[src/catmull_rom_resampler_core_assert.svh]
// assertion macros shared by the resampler modules
// every property is sampled on clk and switched off while rst_n is low
`ifndef CATMULL_ROM_RESAMPLER_CORE_ASSERT_SVH
`define CATMULL_ROM_RESAMPLER_CORE_ASSERT_SVH

`ifndef SYNTHESIS

`define CRR_ASSERT_ALWAYS(name, expr) \
  name: assert property (@(posedge clk) disable iff (!rst_n) (expr)) \
    else $error("resampler assertion failed");

`define CRR_ASSERT_IMP(name, ante, cons) \
  name: assert property (@(posedge clk) disable iff (!rst_n) (ante) |-> (cons)) \
    else $error("resampler assertion failed");

`define CRR_ASSERT_NEXT(name, ante, cons) \
  name: assert property (@(posedge clk) disable iff (!rst_n) (ante) |=> (cons)) \
    else $error("resampler assertion failed");

`else

`define CRR_ASSERT_ALWAYS(name, expr)
`define CRR_ASSERT_IMP(name, ante, cons)
`define CRR_ASSERT_NEXT(name, ante, cons)

`endif

`endif

[src/crr_pkg.sv]
package crr_pkg;

  localparam int SAMPLE_BITS = 24;
  localparam int FRAC_BITS   = 16;
  localparam int WIN_DEPTH   = 6;
  localparam int MAX_OUT     = 48;

  // phase spans -32 .. just under +32 samples
  localparam int PHASE_BITS = FRAC_BITS + 6;
  localparam int INT_BITS   = PHASE_BITS - FRAC_BITS;
  localparam int STEP_BITS  = FRAC_BITS + 5;
  // cubic coefficients and horner partial sums stay below 24 full scales
  localparam int COEF_BITS  = SAMPLE_BITS + 6;
  localparam int PROD_BITS  = COEF_BITS + FRAC_BITS + 1;
  localparam int CNT_BITS   = $clog2(MAX_OUT + 1);

  localparam logic [STEP_BITS-1:0] STEP_RESET = STEP_BITS'(1 << FRAC_BITS);

  localparam logic signed [PHASE_BITS-1:0] PHASE_ONE   = PHASE_BITS'(1 << FRAC_BITS);
  localparam logic signed [PHASE_BITS-1:0] PHASE_M_ONE = PHASE_BITS'(-(1 << FRAC_BITS));
  localparam logic signed [PHASE_BITS-1:0] PHASE_MIN   = PHASE_BITS'(-4 * (1 << FRAC_BITS));

  // integer part of the phase while a run is active
  localparam logic [INT_BITS-1:0] INT_M4 = INT_BITS'(-4);
  localparam logic [INT_BITS-1:0] INT_M3 = INT_BITS'(-3);

  localparam logic [CNT_BITS-1:0] CNT_MAX = CNT_BITS'(MAX_OUT);

  localparam logic signed [PROD_BITS-1:0] ROUND_HALF = PROD_BITS'(1 << (FRAC_BITS - 1));
  localparam logic signed [COEF_BITS-1:0] COEF_ONE   = COEF_BITS'(1);
  localparam logic signed [COEF_BITS-1:0] SAT_HI =
    COEF_BITS'((longint'(1) <<< (SAMPLE_BITS - 1)) - longint'(1));
  localparam logic signed [COEF_BITS-1:0] SAT_LO =
    COEF_BITS'(-(longint'(1) <<< (SAMPLE_BITS - 1)));

  typedef enum logic [3:0] {
    ST_IDLE,
    ST_CHECK,
    ST_LOAD,
    ST_MUL_C,
    ST_ADD_U,
    ST_MUL_U,
    ST_ADD_W,
    ST_MUL_W,
    ST_ADD_Y,
    ST_PRESENT
  } crr_state_t;

  typedef enum logic [0:0] {
    MUL_C,
    MUL_ACC
  } crr_mul_t;

  typedef enum logic [1:0] {
    ACC_U,
    ACC_W,
    ACC_Y
  } crr_acc_t;

  typedef struct packed {
    logic     shift;
    logic     clr_cnt;
    logic     load_coef;
    logic     mul_en;
    crr_mul_t mul_src;
    logic     acc_en;
    crr_acc_t acc_op;
    logic     present;
    logic     drop;
  } crr_cmd_t;

  typedef struct packed {
    logic more;
    logic out_free;
  } crr_stat_t;

endpackage

[src/catmull_rom_resampler_core.sv]
// a request runs a check step, then for each of its n results (n up to 48) a load step,
//   c*t, u, u*t, w, w*t, y and a present step, the single shared multiplier being used
//   three times per cubic; no new request is taken before the run ends
// a stalled result holds the sequencer in its present step until taken
// reset (rst_n low, synchronous): window cleared, phase -4.0, step 1.0, no result pending
module catmull_rom_resampler_core (
  input  logic                                   clk,
  input  logic                                   rst_n,
  // request side
  input  logic                                   in_valid,
  output logic                                   in_stall,
  input  logic signed [crr_pkg::SAMPLE_BITS-1:0] in_sample_in,
  // step register, unsigned q.16 advance per result
  input  logic                                   cfg_we,
  input  logic        [crr_pkg::STEP_BITS-1:0]   cfg_phase_step,
  // result side
  output logic                                   out_valid,
  input  logic                                   out_stall,
  output logic signed [crr_pkg::SAMPLE_BITS-1:0] out_sample_out,
  output logic                                   out_last_of_run
);

  // the controller walks each result through
  //   load taps and coefficients -> c*t -> u -> u*t -> w -> w*t -> y -> present
  // and decides after every result whether the run goes on; the datapath
  // holds the delay line, the phase, the shared multiplier and the output register
  crr_pkg::crr_cmd_t  cmd;
  crr_pkg::crr_stat_t stat;

  crr_controller u_ctrl (
    .clk      (clk),
    .rst_n    (rst_n),
    .in_valid (in_valid),
    .in_stall (in_stall),
    .stat     (stat),
    .cmd      (cmd)
  );

  // output register parts the sequencer from the result side, so a new
  // request is taken while the final result of the last run still waits
  crr_datapath u_dp (
    .clk             (clk),
    .rst_n           (rst_n),
    .cmd             (cmd),
    .stat            (stat),
    .in_sample_in    (in_sample_in),
    .cfg_we          (cfg_we),
    .cfg_phase_step  (cfg_phase_step),
    .out_stall       (out_stall),
    .out_valid       (out_valid),
    .out_sample_out  (out_sample_out),
    .out_last_of_run (out_last_of_run)
  );

endmodule

[src/crr_datapath.sv]
`include "catmull_rom_resampler_core_assert.svh"

module crr_datapath (
  input  logic                                     clk,
  input  logic                                     rst_n,
  input  crr_pkg::crr_cmd_t                        cmd,
  output crr_pkg::crr_stat_t                       stat,
  input  logic signed [crr_pkg::SAMPLE_BITS-1:0]   in_sample_in,
  input  logic                                     cfg_we,
  input  logic        [crr_pkg::STEP_BITS-1:0]     cfg_phase_step,
  input  logic                                     out_stall,
  output logic                                     out_valid,
  output logic signed [crr_pkg::SAMPLE_BITS-1:0]   out_sample_out,
  output logic                                     out_last_of_run
);

  logic signed [crr_pkg::SAMPLE_BITS-1:0] win_r [crr_pkg::WIN_DEPTH];
  logic        [crr_pkg::STEP_BITS-1:0]   step_r;
  logic signed [crr_pkg::PHASE_BITS-1:0]  phase_r;
  logic signed [crr_pkg::PHASE_BITS-1:0]  phase_nxt;
  logic signed [crr_pkg::PHASE_BITS-1:0]  phase_sum;
  logic signed [crr_pkg::PHASE_BITS-1:0]  phase_dec;
  logic        [crr_pkg::CNT_BITS-1:0]    cnt_r;
  logic        [crr_pkg::CNT_BITS-1:0]    cnt_nxt;

  logic signed [crr_pkg::SAMPLE_BITS-1:0] p0, p1, p2, p3;
  logic signed [crr_pkg::COEF_BITS-1:0]   q0, q1, q2, q3;
  logic signed [crr_pkg::COEF_BITS-1:0]   a_nxt, b_nxt, c_nxt;
  logic signed [crr_pkg::COEF_BITS-1:0]   a_r, b_r, c_r, p1_r;
  logic signed [crr_pkg::COEF_BITS-1:0]   acc_r;
  logic signed [crr_pkg::COEF_BITS-1:0]   acc_nxt;

  logic signed [crr_pkg::COEF_BITS-1:0]   mul_a;
  logic signed [crr_pkg::FRAC_BITS:0]     t_s;
  logic signed [crr_pkg::PROD_BITS-1:0]   prod_full;
  logic signed [crr_pkg::PROD_BITS-1:0]   prod_r;
  logic signed [crr_pkg::PROD_BITS-1:0]   rnd_full;
  logic signed [crr_pkg::COEF_BITS-1:0]   rnd;
  logic signed [crr_pkg::COEF_BITS-1:0]   y2;
  logic signed [crr_pkg::COEF_BITS-1:0]   y_half;
  logic signed [crr_pkg::SAMPLE_BITS-1:0] y_sat;
  logic signed [crr_pkg::SAMPLE_BITS-1:0] y_r;

  logic                                   out_valid_r;
  logic                                   out_valid_nxt;
  logic signed [crr_pkg::SAMPLE_BITS-1:0] out_sample_r;
  logic                                   out_last_r;

  logic y_step;

  assign y_step = cmd.acc_en && (cmd.acc_op == crr_pkg::ACC_Y);

  // four neighbours around floor(phase), taken from fixed taps
  always_comb begin
    case (phase_r[crr_pkg::PHASE_BITS-1:crr_pkg::FRAC_BITS])
      crr_pkg::INT_M4: begin
        p0 = win_r[5];
        p1 = win_r[4];
        p2 = win_r[3];
        p3 = win_r[2];
      end
      crr_pkg::INT_M3: begin
        p0 = win_r[4];
        p1 = win_r[3];
        p2 = win_r[2];
        p3 = win_r[1];
      end
      default: begin
        p0 = win_r[3];
        p1 = win_r[2];
        p2 = win_r[1];
        p3 = win_r[0];
      end
    endcase
  end

  always_comb begin
    q0 = crr_pkg::COEF_BITS'(p0);
    q1 = crr_pkg::COEF_BITS'(p1);
    q2 = crr_pkg::COEF_BITS'(p2);
    q3 = crr_pkg::COEF_BITS'(p3);
    a_nxt = q2 - q0;
    b_nxt = (q0 <<< 1) - (q1 <<< 2) - q1 + (q2 <<< 2) - q3;
    c_nxt = (q1 <<< 1) + q1 - (q2 <<< 1) - q2 + q3 - q0;
  end

  // shared multiplier, fraction of the phase as t
  assign t_s       = {1'b0, phase_r[crr_pkg::FRAC_BITS-1:0]};
  assign mul_a     = (cmd.mul_src == crr_pkg::MUL_C) ? c_r : acc_r;
  assign prod_full = mul_a * t_s;

  always_comb begin
    rnd_full = (prod_r + crr_pkg::ROUND_HALF) >>> crr_pkg::FRAC_BITS;
    rnd      = rnd_full[crr_pkg::COEF_BITS-1:0];
    y2       = (p1_r <<< 1) + rnd;
    y_half   = (y2 + crr_pkg::COEF_ONE) >>> 1;
    if (y_half > crr_pkg::SAT_HI) begin
      y_sat = crr_pkg::SAT_HI[crr_pkg::SAMPLE_BITS-1:0];
    end else if (y_half < crr_pkg::SAT_LO) begin
      y_sat = crr_pkg::SAT_LO[crr_pkg::SAMPLE_BITS-1:0];
    end else begin
      y_sat = y_half[crr_pkg::SAMPLE_BITS-1:0];
    end
    case (cmd.acc_op)
      crr_pkg::ACC_U: acc_nxt = b_r + rnd;
      crr_pkg::ACC_W: acc_nxt = a_r + rnd;
      default:        acc_nxt = acc_r;
    endcase
  end

  always_comb begin
    phase_sum = phase_r + $signed({1'b0, step_r});
    phase_dec = phase_r - crr_pkg::PHASE_ONE;
    phase_nxt = phase_r;
    if (y_step) begin
      phase_nxt = phase_sum;
    end else if (cmd.drop) begin
      phase_nxt = (phase_dec < crr_pkg::PHASE_MIN) ? crr_pkg::PHASE_MIN : phase_dec;
    end
  end

  always_comb begin
    cnt_nxt = cnt_r;
    if (cmd.clr_cnt) begin
      cnt_nxt = '0;
    end else if (y_step) begin
      cnt_nxt = crr_pkg::CNT_BITS'(cnt_r + 1'b1);
    end
  end

  always_comb begin
    stat.more     = (phase_r < crr_pkg::PHASE_M_ONE) && (cnt_r < crr_pkg::CNT_MAX);
    stat.out_free = !out_valid_r || !out_stall;
  end

  always_comb begin
    if (cmd.present) begin
      out_valid_nxt = 1'b1;
    end else if (!out_stall) begin
      out_valid_nxt = 1'b0;
    end else begin
      out_valid_nxt = out_valid_r;
    end
  end

  always_ff @(posedge clk) begin
    if (!rst_n) begin
      for (int k = 0; k < crr_pkg::WIN_DEPTH; k++) begin
        win_r[k] <= '0;
      end
      step_r      <= crr_pkg::STEP_RESET;
      phase_r     <= crr_pkg::PHASE_MIN;
      cnt_r       <= '0;
      out_valid_r <= 1'b0;
    end else begin
      if (cmd.shift) begin
        for (int k = crr_pkg::WIN_DEPTH - 1; k > 0; k--) begin
          win_r[k] <= win_r[k-1];
        end
        win_r[0] <= in_sample_in;
      end
      if (cfg_we) begin
        step_r <= cfg_phase_step;
      end
      phase_r     <= phase_nxt;
      cnt_r       <= cnt_nxt;
      out_valid_r <= out_valid_nxt;
    end
  end

  always_ff @(posedge clk) begin
    if (cmd.load_coef) begin
      a_r  <= a_nxt;
      b_r  <= b_nxt;
      c_r  <= c_nxt;
      p1_r <= q1;
    end
    if (cmd.mul_en) begin
      prod_r <= prod_full;
    end
    if (cmd.acc_en && !y_step) begin
      acc_r <= acc_nxt;
    end
    if (y_step) begin
      y_r <= y_sat;
    end
    if (cmd.present) begin
      out_sample_r <= y_r;
      out_last_r   <= !stat.more;
    end
  end

  assign out_valid       = out_valid_r;
  assign out_sample_out  = out_sample_r;
  assign out_last_of_run = out_last_r;

  `CRR_ASSERT_ALWAYS(a_phase_floor, phase_r >= crr_pkg::PHASE_MIN)
  `CRR_ASSERT_ALWAYS(a_cnt_bound, cnt_r <= crr_pkg::CNT_MAX)
  `CRR_ASSERT_IMP(a_present_free, cmd.present, stat.out_free)

endmodule

[src/crr_controller.sv]
`include "catmull_rom_resampler_core_assert.svh"

module crr_controller (
  input  logic               clk,
  input  logic               rst_n,
  input  logic               in_valid,
  output logic               in_stall,
  input  crr_pkg::crr_stat_t stat,
  output crr_pkg::crr_cmd_t  cmd
);

  crr_pkg::crr_state_t state_r;
  crr_pkg::crr_state_t state_nxt;
  logic                accept;

  assign in_stall = !rst_n || (state_r != crr_pkg::ST_IDLE);
  assign accept   = in_valid && !in_stall;

  always_comb begin
    state_nxt = state_r;
    case (state_r)
      crr_pkg::ST_IDLE:    if (accept) state_nxt = crr_pkg::ST_CHECK;
      crr_pkg::ST_CHECK:   state_nxt = stat.more ? crr_pkg::ST_LOAD : crr_pkg::ST_IDLE;
      crr_pkg::ST_LOAD:    state_nxt = crr_pkg::ST_MUL_C;
      crr_pkg::ST_MUL_C:   state_nxt = crr_pkg::ST_ADD_U;
      crr_pkg::ST_ADD_U:   state_nxt = crr_pkg::ST_MUL_U;
      crr_pkg::ST_MUL_U:   state_nxt = crr_pkg::ST_ADD_W;
      crr_pkg::ST_ADD_W:   state_nxt = crr_pkg::ST_MUL_W;
      crr_pkg::ST_MUL_W:   state_nxt = crr_pkg::ST_ADD_Y;
      crr_pkg::ST_ADD_Y:   state_nxt = crr_pkg::ST_PRESENT;
      crr_pkg::ST_PRESENT: begin
        if (stat.out_free) begin
          state_nxt = stat.more ? crr_pkg::ST_LOAD : crr_pkg::ST_IDLE;
        end
      end
      default:             state_nxt = crr_pkg::ST_IDLE;
    endcase
  end

  always_comb begin
    cmd         = '0;
    cmd.mul_src = crr_pkg::MUL_C;
    cmd.acc_op  = crr_pkg::ACC_U;
    case (state_r)
      crr_pkg::ST_IDLE: begin
        cmd.shift   = accept;
        cmd.clr_cnt = accept;
      end
      crr_pkg::ST_CHECK: begin
        cmd.drop = !stat.more;
      end
      crr_pkg::ST_LOAD: begin
        cmd.load_coef = 1'b1;
      end
      crr_pkg::ST_MUL_C: begin
        cmd.mul_en  = 1'b1;
        cmd.mul_src = crr_pkg::MUL_C;
      end
      crr_pkg::ST_ADD_U: begin
        cmd.acc_en = 1'b1;
        cmd.acc_op = crr_pkg::ACC_U;
      end
      crr_pkg::ST_MUL_U: begin
        cmd.mul_en  = 1'b1;
        cmd.mul_src = crr_pkg::MUL_ACC;
      end
      crr_pkg::ST_ADD_W: begin
        cmd.acc_en = 1'b1;
        cmd.acc_op = crr_pkg::ACC_W;
      end
      crr_pkg::ST_MUL_W: begin
        cmd.mul_en  = 1'b1;
        cmd.mul_src = crr_pkg::MUL_ACC;
      end
      crr_pkg::ST_ADD_Y: begin
        cmd.acc_en = 1'b1;
        cmd.acc_op = crr_pkg::ACC_Y;
      end
      crr_pkg::ST_PRESENT: begin
        cmd.present = stat.out_free;
        cmd.drop    = stat.out_free && !stat.more;
      end
      default: begin
        cmd.drop = 1'b0;
      end
    endcase
  end

  always_ff @(posedge clk) begin
    if (!rst_n) begin
      state_r <= crr_pkg::ST_IDLE;
    end else begin
      state_r <= state_nxt;
    end
  end

  `CRR_ASSERT_NEXT(a_accept_check, in_valid && !in_stall, state_r == crr_pkg::ST_CHECK)
  `CRR_ASSERT_NEXT(a_run_end_idle, cmd.present && !stat.more, state_r == crr_pkg::ST_IDLE)

endmodule
[config.mk]
export PLATFORM = sky130hd
export DESIGN_NAME = catmull_rom_resampler_core
export DESIGN_NICKNAME = d
export VERILOG_FILES = /design/src/crr_pkg.sv /design/src/catmull_rom_resampler_core.sv /design/src/crr_datapath.sv /design/src/crr_controller.sv
export VERILOG_INCLUDE_DIRS = /design/src /design/src/src
export SDC_FILE = /design/constraint.sdc
export NUM_CORES = 2
export LEC_CHECK = 0
export BUFFER_PORTS_ARGS = -buffer_cell sky130_fd_sc_hd__buf_2
export CAP_MARGIN = 20
export CORE_UTILIZATION = 55
export CTS_CLUSTER_SIZE = 12
export DETAILED_ROUTE_END_ITERATION = 6
export GPL_TIMING_DRIVEN = 0
export HOLD_SLACK_MARGIN = 0.06
export PLACE_DENSITY = 0.78
export SLEW_MARGIN = 10
export SYNTH_ARGS = -nofsm -noshare
export SYNTH_HDL_FRONTEND = slang
export SYNTH_HIERARCHICAL = 1
export SYNTH_SLANG_ARGS = --single-unit
[constraint.sdc]
create_clock -name clk -period 20.8 [get_ports clk]
set_input_delay 3.12 -clock clk [delete_from_list [all_inputs] [get_ports clk]]
set_output_delay 3.12 -clock clk [all_outputs]
set_load 0.05 [all_outputs]
==> results.py <==
metrics = {
    "setup_path": {
        "r2r_cells": 27,
        "r2r_end": "u_dp/prod_r[41]$_DFFE_PP_",
        "crit_type": "register to register",
        "end_kind": "register",
        "worstSetupStartpointType": "register",
        "startpoint": "u_ctrl/state_r[3]$_SDFFE_PN0P_",
        "cp.required_ns": 21.11,
        "arrival_ns": 9.83,
        "timing.rr.start": "u_ctrl/state_r[3]$_SDFFE_PN0P_",
        "r2r_slack_ns": 11.28,
        "crit_fanout": 10,
    },
    "clock_network": {
        "cts_hold_buf": 0,
        "root_buffer": "clkbuf_16",
        "cts_resized": 0,
        "cts_tree": "yes",
        "clk_latency_ns": 0.61,
        "cts_setup_buffers": 0,
        "cts_buffers": 48,
        "clk_pin_slew_ns": 0.06,
        "cts.sinks": 417,
        "clockBufferDepth": 3,
        "cts_max_level": 2,
    },
    "routing": {
        "routed_wirelength_microns": 119000,
        "first_iter_violations": 3040,
        "vias": 32763,
        "wl_per_cell_microns": 20.8,
        "drc_errors": 0,
        "viasPerCell": 5.74,
        "final_antenna_net_count": 0,
        "firstDrtPassIters": 5,
    },
    "cells_and_area": {
        "seq_area_sq_um": 12000,
        "num-nets-final": 5566,
        "area_delta_synth_final_pct": 7.60,
        "drive_gt1_frac": 0.0575,
        "multiInputGateArea_sq_um": 29500,
        "fillers": 6728,
    },
    "power": {
        "swShare": 0.388,
        "p_per_area_nw_per_um2": 72.8,
        "comb_power_share": 0.454,
        "ir_drop_mv": 0.0732,
        "p_seq_frac": 0.314,
        "p_sw_uw": 1370,
        "p_leak_uw": 0.0227,
        "total_power_uw": 3540,
        "clock_power_share": 0.231,
        "internal_power_uw": 2170,
    },
    "die": {
        "coreArea_sq_um": 80900,
        "io-pin-count": 77,
        "die_area_sq_um": 83300,
        "start_util": 0.558,
        "fp.dieW_microns": 289,
        "die_h_microns": 289,
        "row_count": 104,
    },
    "worst_hold_path": {
        "hold_path.startpoint": "u_dp/y_r[6]$_SDFFCE_PN1P_",
        "hp-class": "register to register",
        "min_path_cells": 0,
        "min_to": "u_dp/out_sample_out[6]$_DFFE_PP_",
    },
    "global_routing": {
        "grt_pass1_vias": 33843,
        "grt.total_usage": 0.292,
        "grt-ovfl-total": 0,
        "grt_start_max_net_pins": 57,
        "antenna_found_initial": 3,
        "grt_pass1_wl_microns": 186000,
    },
    "placement": {
        "port-buffer-count": 75,
        "dp_hpwl_microns": 96500,
        "routabilityCongestion": 1.00,
    },
    "timing": {
        "relSlewSlack": 0.288,
        "setup_viol": 0,
        "timing_worst_slew_pin_value_ns": 1.04,
        "period_share": 0.458,
        "rsz0062_at_grt": "false",
        "clock.fmax_ghz": 0.105,
        "fin_crit_ns": 9.52,
        "drv_slew": 0,
        "tns_ns": 0,
        "skew_ns": 0.0273,
        "hold_viol_final": 0,
    },
    "logic_synthesis": {
        "syn_inst": 4468,
        "ys_ff_latch": 417,
        "synthArstFlopShare": 0,
        "netlist-cell-type-count": 94,
        "mappedNetlistArea_sq_um": 45200,
        "yosysSeqAreaShare": 0.265,
        "syn_nets": 5427,
        "avgSynthCellArea_sq_um": 10.1,
        "synthFlopType": "edfxtp_1",
        "yosysWarnings": 6,
        "synth-edff-count": 363,
    },
    "status": {
        "status": "finished clean",
    },
    "run": {
        "max_cap_violations": 0,
    },
}
how the worst max path moves through the flow:
| stage | slack (ns) | to |
|---|---|---|
| final | 11.28 | u_dp/prod_r[41]$_DFFE_PP_ |
| after global routing | 10.73 | u_dp/prod_r[41]$_DFFE_PP_ |
| after CTS | 11.30 | u_dp/prod_r[41]$_DFFE_PP_ |
| after detailed placement | 11.38 | u_dp/prod_r[41]$_DFFE_PP_ |
| after global placement | 9.45 | u_dp/b_r[26]$_DFFE_PP_ |
| after floorplan | 12.12 | u_dp/a_r[0]$_DFFE_PP_ |
cell families (layout without fill, tap and decap cells):
group / after synthesis / count (layout) / synth area share
and+or+nand+nor: 1295 / 1295 / 0.147
buffers and inverters: 983 / 1158 / 0.0828
other: 0 / 2 / 0
muxes: 53 / 53 / 0.0126
DFF: 417 / 417 / 0.265
xor gates and xnor gates: 200 / 200 / 0.0389
adders and majority gates: 909 / 909 / 0.356
AOI/OAI and AO/OA: 611 / 611 / 0.0976
cell type report:
| class | count | area share |
|---|---|---|
| diodes | 2 | 0.000103 |
| plain buffers | 179 | 0.0150 |
| clock buffers | 63 | 0.0264 |
| clock inverters | 23 | 0.00458 |
| inverters | 804 | 0.0621 |
| multi-input cells | 3068 | 0.606 |
| flip-flops and latches | 417 | 0.246 |
| well taps | 1060 | 0.0273 |
| repair buffers | 89 | 0.0118 |
state kept, by name, summed over array words and instances (netlist names):
name                  flops
u_dp/prod_r              31
u_dp/out_valid            1
u_dp/out_sample_out      24
u_dp/c_r                 30
u_dp/p1_r                24
u_dp/y_r                 24
u_dp/step_r              21
u_ctrl/state_r            4
u_dp/cnt_r                6
u_dp/b_r                 30
u_dp/acc_r               30
u_dp/win_r              144
u_dp/a_r                 25
u_dp/phase_r             22
u_dp/out_last_of_run      1
cell usage after synthesis, types with 13 or more instances:
cell type | count | area share
nor2b_1 | 55 | 0.0076
o21bai_1 | 23 | 0.0038
clkbuf_1 | 165 | 0.014
a211oi_1 | 15 | 0.0025
nand4_1 | 17 | 0.0024
nand3_1 | 49 | 0.0054
dfxtp_1 | 54 | 0.024
nand2b_1 | 34 | 0.0047
nand2_1 | 472 | 0.039
a21o_1 | 64 | 0.011
o21a_1 | 28 | 0.0047
ha_1 | 279 | 0.077
a221o_1 | 85 | 0.019
nor2_1 | 113 | 0.0094
a31oi_1 | 13 | 0.0018
and2_1 | 301 | 0.042
edfxtp_1 | 363 | 0.24
o21ai_0 | 81 | 0.0090
nor3_1 | 31 | 0.0034
xor2_1 | 59 | 0.011
a22oi_1 | 20 | 0.0033
o21ai_1 | 15 | 0.0017
o21ai_2 | 22 | 0.0043
inv_1 | 804 | 0.067
and3_1 | 170 | 0.024
fa_1 | 630 | 0.28
mux2i_1 | 23 | 0.0051
xnor2_1 | 140 | 0.027
mux2_2 | 30 | 0.0075
a21oi_1 | 142 | 0.016
metal layers:
| metal | track usage | vias up | part of all wire |
|---|---|---|---|
| met5 | 0 | - | 0 |
| met1 | 0.381 | 16265 | 0.40 |
| met3 | 0.0558 | 256 | 0.088 |
| met4 | 0.113 | 0 | 0.042 |
| met2 | 0.482 | 1408 | 0.47 |
| li1 | - | 14834 | - |
power groups by stage:
| stage | sequential [uW] | combinational, uW | clock (uW) |
|---|---|---|---|
| after floorplan | 1120 | 1150 | 0 |
| after global placement | 1140 | 1520 | 0 |
| after detailed placement | 1130 | 1570 | 0 |
| after CTS | 1110 | 1580 | 831 |
| after global routing | 1120 | 1760 | 861 |
| final | 1110 | 1610 | 819 |
cell usage in the layout (no fill, tap or decap), types with 9 or more instances in the layout:
cell and instances:
nand2_1 472, o21bai_1 23, clkbuf_1 176, o21ai_1 15
buf_6 13, buf_2 76, mux2_2 30, o21ai_0 81
a21oi_1 142, a21o_1 64, o21ai_2 22, xnor2_1 140
nor3_1 30, o211ai_1 10, nand2b_1 33, nor2_1 112
and2_1 301, nand3_1 49, and3_1 170, o21a_1 28
xor2_1 59, a211oi_1 15, mux2i_1 23, inv_1 804
a31oi_1 13, or2_2 9, fa_1 630, a22oi_1 20
nand4_1 17, nor2b_1 54, clkbuf_16 48, dfxtp_1 54
ha_1 279, a221o_1 85, edfxtp_1 363
per-stage QoR:
step                      instance area, sq um  cells  utilization  hold slack, ns  setup slack (ns)
after global placement                   46900   5603        0.579           0.401              9.45
after global routing                     48600   5704        0.601           0.420             10.73
after CTS                                48600   5703        0.601           0.418             11.30
after floorplan                          45200   4468            -           0.400             12.12
final                                    48600   5705        0.601           0.418             11.28
after detailed placement                 47100   5617        0.582           0.405             11.38
critical path: stages (launching register included):
cell      delay, ns
dfxtp_1        0.31
buf_6          0.13
inv_1          0.13
and3_2         0.22
clkbuf_1       0.57
clkbuf_1       0.54
mux2_2         0.43
clkbuf_1       0.61
nand2_1        0.19
fa_1           0.55
fa_1           0.51
fa_1           0.51
inv_1          0.05
fa_1           0.53
fa_1           0.51
inv_1          0.06
fa_1           0.49
inv_1          0.05
ha_1           0.33
nand4_1        0.15
nor2_1         0.21
nand2_1        0.09
a211oi_2       0.42
o211ai_1       0.19
a311oi_1       0.65
o21ai_0        0.22
o21ai_0        0.36
xor2_1         0.15
(Power assumes the default switching activity.)
